File: config.mk
export PLATFORM = sky130hd
export DESIGN_NAME = hcr_mod
export DESIGN_NICKNAME = d
export VERILOG_FILES = /design/src/rtl/core/hcr_pkg.sv /design/src/rtl/core/hcr_mod.sv
export SDC_FILE = /design/constraint.sdc
export NUM_CORES = 2
export LEC_CHECK = 0
export BUFFER_PORTS_ARGS = -buffer_cell sky130_fd_sc_hd__buf_4
export CORE_MARGIN = 2
export CORE_UTILIZATION = 31
export CTS_CLUSTER_DIAMETER = 150
export DETAILED_ROUTE_END_ITERATION = 12
export PLACE_DENSITY = 0.46
export SLEW_MARGIN = 20
export SYNTH_ARGS = -nofsm -noshare
export SYNTH_HDL_FRONTEND = slang
export SYNTH_SLANG_ARGS = --single-unit
File: constraint.sdc
create_clock -name clock -period 5.72 [get_ports clock]
set_input_delay 0 -clock clock [delete_from_list [all_inputs] [get_ports clock]]
set_output_delay 0 -clock clock [all_outputs]
set_load 0.02 [all_outputs]
File: src/rtl/core/hcr_pkg.sv
// Package with widths, mixing constants and beat types of the hashed chance roll unit.
package hcr_pkg;

   localparam int TYPE_W   = 10;
   localparam int INST_W   = 32;
   localparam int ID_W     = 20;
   localparam int CHANCE_W = 20;
   localparam int SEED_W   = 32;
   localparam int KEY_W    = 64;
   localparam int HALF_W   = 32;
   localparam int DIGIT_W  = 20;

   localparam logic [HALF_W-1:0] ID_MUL_LO  = 32'h6659FD93;
   localparam logic [HALF_W-1:0] ID_MUL_HI  = 32'hD6E8FEB8;
   localparam logic [KEY_W-1:0]  GOLDEN_ADD = 64'h9E3779B97F4A7C15;
   localparam logic [HALF_W-1:0] MIX1_LO    = 32'h1CE4E5B9;
   localparam logic [HALF_W-1:0] MIX1_HI    = 32'hBF58476D;
   localparam logic [HALF_W-1:0] MIX2_LO    = 32'h133111EB;
   localparam logic [HALF_W-1:0] MIX2_HI    = 32'h94D049BB;

   localparam logic [DIGIT_W-1:0] ROLL_RANGE = 20'd1000000;
   localparam logic [15:0]        FOLD_P20   = 16'd48576;
   localparam logic [19:0]        FOLD_P40   = 20'd627776;
   localparam logic [19:0]        FOLD_P60   = 20'd846976;

   typedef struct packed {
      logic                valid;
      logic [KEY_W-1:0]    value;
      logic [CHANCE_W-1:0] chance;
   } hash_beat_type;

   typedef struct packed {
      logic valid;
      logic hit;
   } roll_beat_type;

endpackage

File: src/rtl/core/hcr_mod.sv
// Eight stages: hash reduced modulo one million by 20-bit folding, then the chance compare.
module hcr_mod (
   input  logic                   clock,
   input  logic                   reset,
   input  logic                   en,
   input  hcr_pkg::hash_beat_type in,
   output hcr_pkg::roll_beat_type out
);

   localparam int STAGES = 8;
   localparam int DW = hcr_pkg::DIGIT_W;

   logic [STAGES-1:0]            vld_ff;
   logic [hcr_pkg::CHANCE_W-1:0] chance_ff [STAGES-1];

   logic [DW-1:0] d0_in, d0_ff;
   logic [35:0]   pa_in, pa_ff;
   logic [39:0]   pb_in, pb_ff;
   logic [23:0]   pc_in, pc_ff;
   logic [39:0]   s1_in, s1_ff;
   logic [35:0]   s2_in, s2_ff;
   logic [31:0]   s3_in, s3_ff;
   logic [26:0]   s4_in, s4_ff;
   logic [22:0]   s5_in, s5_ff;
   logic [20:0]   s6_in, s6_ff;
   logic [DW-1:0] roll;
   logic          hit_in, hit_ff;

   always_comb begin
      d0_in = in.value[19:0];
      pa_in = 36'(in.value[39:20]) * 36'(hcr_pkg::FOLD_P20);
      pb_in = 40'(in.value[59:40]) * 40'(hcr_pkg::FOLD_P40);
      pc_in = 24'(in.value[63:60]) * 24'(hcr_pkg::FOLD_P60);

      s1_in = 40'(d0_ff) + 40'(pa_ff) + pb_ff + 40'(pc_ff);
      s2_in = 36'(s1_ff[19:0]) + 36'(s1_ff[39:20]) * 36'(hcr_pkg::FOLD_P20);
      s3_in = 32'(s2_ff[19:0]) + 32'(s2_ff[35:20]) * 32'(hcr_pkg::FOLD_P20);
      s4_in = 27'(s3_ff[19:0]) + 27'(s3_ff[31:20]) * 27'(hcr_pkg::FOLD_P20);
      s5_in = 23'(s4_ff[19:0]) + 23'(s4_ff[26:20]) * 23'(hcr_pkg::FOLD_P20);
      s6_in = 21'(s5_ff[19:0]) + 21'(s5_ff[22:20]) * 21'(hcr_pkg::FOLD_P20);

      if (s6_ff >= 21'(hcr_pkg::ROLL_RANGE)) begin
         roll = DW'(s6_ff - 21'(hcr_pkg::ROLL_RANGE));
      end else begin
         roll = s6_ff[DW-1:0];
      end
      hit_in = roll < chance_ff[STAGES-2];
   end

   always_ff @(posedge clock) begin
      if (reset) begin
         vld_ff <= '0;
      end else if (en) begin
         vld_ff <= {vld_ff[STAGES-2:0], in.valid};
      end
   end

   always_ff @(posedge clock) begin
      if (en) begin
         chance_ff[0] <= in.chance;
         for (int i = 1; i < STAGES-1; i++) begin
            chance_ff[i] <= chance_ff[i-1];
         end
         d0_ff  <= d0_in;
         pa_ff  <= pa_in;
         pb_ff  <= pb_in;
         pc_ff  <= pc_in;
         s1_ff  <= s1_in;
         s2_ff  <= s2_in;
         s3_ff  <= s3_in;
         s4_ff  <= s4_in;
         s5_ff  <= s5_in;
         s6_ff  <= s6_in;
         hit_ff <= hit_in;
      end
   end

   assign out.valid = vld_ff[STAGES-1];
   assign out.hit   = hit_ff;

endmodule

==> impl_metrics.py <==
metrics = {
    "routing": {
        "num_vias": 27200,
        "drt_iter0_drc": 921,
        "viasPerCell": 4.43,
        "wl_um": 86600,
        "drtAntennaViolNets": 0,
        "drc": 0,
        "firstDrtPassIters": 4,
        "wl_per_cell_um": 14.1,
    },
    "global_routing": {
        "grt_pass1_wl_um": 146000,
        "grt_pass1_vias": 28800,
        "antenna_found_initial": 1,
        "grt-ovfl-total": 0,
        "grt_max_degree": 176,
        "grtUsageTotal_pct": 12.6,
    },
    "status": {
        "violations": "setup timing",
        "status": "finished with violations",
    },
    "critical_path": {
        "r2r_setup_slack_ns": -0.08,
        "path_cells": "inv_2 -> fa_1 -> inv_1 -> fa_1 -> fa_1 -> fa_1 -> inv_1 -> fa_1 -> inv_1 -> ha_4 -> nand2_2 -> o21ai_4 -> buf_4 -> a22oi_2 -> buf_4 -> buf_4 -> o31a_1 -> a31oi_1 -> xnor2_1 -> nand3_1 -> and4bb_1 -> nand3_1 -> xnor2_1",
        "worstPathArrival_ns": 6.16,
        "critPathMaxFanout": 5,
        "crit_type": "reg -> reg",
        "end_kind": "flip-flop",
        "start_kind": "flip-flop",
        "critPathRequiredTime_ns": 6.08,
        "critical-path-max-stage-delay_ns": 0.54,
        "crit_slowest_cell": "fa_1",
        "cpMostUsedCell": "fa_1",
    },
    "sta": {
        "layout_min_cycle_time_ns": 5.80,
        "rsz0062_at_grt": "true",
        "finalSetupViolCount": 8,
        "setup_ws_ns": -0.0820,
        "tightest_slew_ns": 1.02,
        "finalHoldViolations": 0,
        "max_freq_mhz": 172,
        "relSlewSlack_pct": 32.1,
        "fin_crit_sh_pct": 101,
        "hold_ws_ns": 0.0640,
        "clock-skew-final_ns": 0.0540,
        "finalMaxSlewViolations": 0,
    },
    "clock_tree": {
        "cts_sinks": 429,
        "insertion_delay_ns": 0.66,
        "cts_root_buffer": "clkbuf_16",
        "cts_tree": "built",
        "clk_pin_slew_ns": 0.06,
        "htree_levels": 2,
        "ctsLongestPathBuffers": 3,
        "cts_buffers": 52,
    },
    "synth": {
        "avgSynthCellArea_sq_um": 11.3,
        "syn-num-nets": 5001,
        "yosysSeqAreaShare_pct": 30.0,
        "yosysUniqueCellTypes": 82,
        "synth_warnings": 0,
        "synth-edff-count": 421,
        "syn_inst": 3756,
        "async_reset_ff_share_pct": 0,
        "synth-seq-cells": 429,
        "synth_area_sq_um": 42600,
        "ys.flop_type": "edfxtp_1",
    },
    "cells_and_area": {
        "layout-drive-gt1-share_pct": 17.0,
        "final_cell_area_sq_um": 51800,
        "n_fill_cell": 13400,
        "n_antenna_cell": 0,
        "seq_area_sq_um": 12800,
        "final_net_count": 5546,
        "area_delta_synth_final_pct": 21.5,
        "multi_input_area_sq_um": 27900,
    },
    "placement": {
        "pre_cts_ws_ns": -0.323,
        "io_buffers": 89,
        "place_area_sq_um": 47700,
        "gp_congestion": 0.794,
        "hpwl_um": 72000,
    },
    "floorplan": {
        "dieArea_sq_um": 140000,
        "fp.dieW_um": 375,
        "fp-row-count": 136,
        "ioPinCount": 90,
        "die-height_um": 375,
        "core_area_sq_um": 137000,
        "initial_core_util_pct": 31.1,
    },
    "hold_path": {
        "min_path_type": "in -> reg",
    },
    "run": {
        "maxCapViolations": 0,
    },
}
cell usage in the layout (no fill, tap or decap), types with 82 or more instances in the layout:
cell type	n
edfxtp_1	421
o21ai_0	82
ha_1	657
buf_4	410
a21oi_1	164
inv_1	718
fa_1	455
nand2_1	93
nor2_1	132
xnor2_1	186
path summary, 6_finish.rpt:
kind                                 from        end  cells past startpoint
worst max-delay path            s1_ff[25]  s2_ff[35]                     23
worst min-delay path               in[21]   d0_ff[1]                      2
worst max register to register  s1_ff[25]  s2_ff[35]                     23
worst min register to register   d0_ff[0]   s1_ff[0]                      0
logic make-up (layout without fill, tap and decap cells):
kind of cell	Yosys count	count (layout)	synth area share (%)
compound gates	599	599	9.19
simple gates	514	514	5.99
xor+xnor	269	269	5.53
fa+ha+maj	1157	1157	42.1
buf+inv	779	1367	6.89
mux	9	9	0.211
flops	429	429	30.0
layout make-up:
class,instances,share of cell area [%]
Clock buffer,63,2.59
Clock inverter,34,0.865
Inverter,759,5.53
Multi-Input combinational cell,2548,53.9
Sequential cell,429,24.7
Tap cell,1794,4.34
Timing Repair Buffer,511,8.01
synthesized netlist by cell type (5+ instances only):
cell type  count  area, sq um
a31oi_1       25          156
o31a_1         8         70.1
nand2_1      106          398
inv_1        759         2850
a31o_2         5         43.8
ha_1         693         8670
a21oi_1      189          946
o21bai_1      30          225
mux2i_1        9         90.1
nor3_1        56          280
and2_1        11         68.8
o21ai_0       96          480
a211o_1        5         43.8
o31ai_1       10         75.1
and4_1         5         43.8
o21a_1        43          323
nand2b_1      35          219
fa_1         464         9290
or3_1         10         62.6
dfxtp_1        8          160
o21ai_1        5         25.0
a41oi_1        5         43.8
nand3_1       47          235
o211ai_1      18          135
nand3b_1       5         37.5
nor2_1       138          518
a211oi_1      22          165
clkbuf_1      14         52.6
and3_1        24          150
nand4_1       16          100
a221oi_1       5         43.8
edfxtp_1     421        12600
a21o_1        78          586
nor2b_1       31          194
xor2_1        77          674
or2_2          7         43.8
xnor2_1      192         1680
metrics by stage:
step	cells	setup TNS, ns	util [%]
finish	6138	-0.407	37.8
global route	6138	-5.97	37.8
CTS	6096	-0.694	37.0
detailed placement	5898	-5.34	34.8
global placement	5898	-3.25	34.8
floorplan	3756	-0.0738	-
metal layers:
metal	share of wire [%]	global-route usage, %	vias up
li1	-	-	13800
met1	47	16.8	13100
met2	49	22.2	201
met3	2.3	1.54	70
met4	1.5	2.14	0
met5	0	0	-
worst max-delay path, delay by kind of cell (launching register included):
family	cells	cell delay (ns)
AO/OA/AOI/OAI	4	0.74
XOR/XNOR	2	0.30
adder cells (fa/ha/maj)	6	2.84
buffers and inverters	7	0.66
flip-flops	1	0.40
AND/OR/NAND/NOR	4	0.61
sequential cells by signal, indices dropped and copies added, names as in the netlist, 21 cells and up:
register	flops
pa_ff	30
s2_ff	36
chance_ff	140
s5_ff	23
s3_ff	32
pb_ff	34
s4_ff	27
s1_ff	40
s6_ff	21
what timing repair did:
item | 4_1_cts | 5_1_grt
endpoints found under the setup margin | 28 | 39
hold endpoints to repair | 151 | 0
hold buffers | 73 | 0
gates cloned | 0 | 0
pin swaps | 60 | 127
setup buffers | 29 | 46
gates resized for setup | 66 | 162
Power is left out: the tool's default activity adds up to more than one toggle a clock period on the data nets, which glitch-free logic cannot reach.
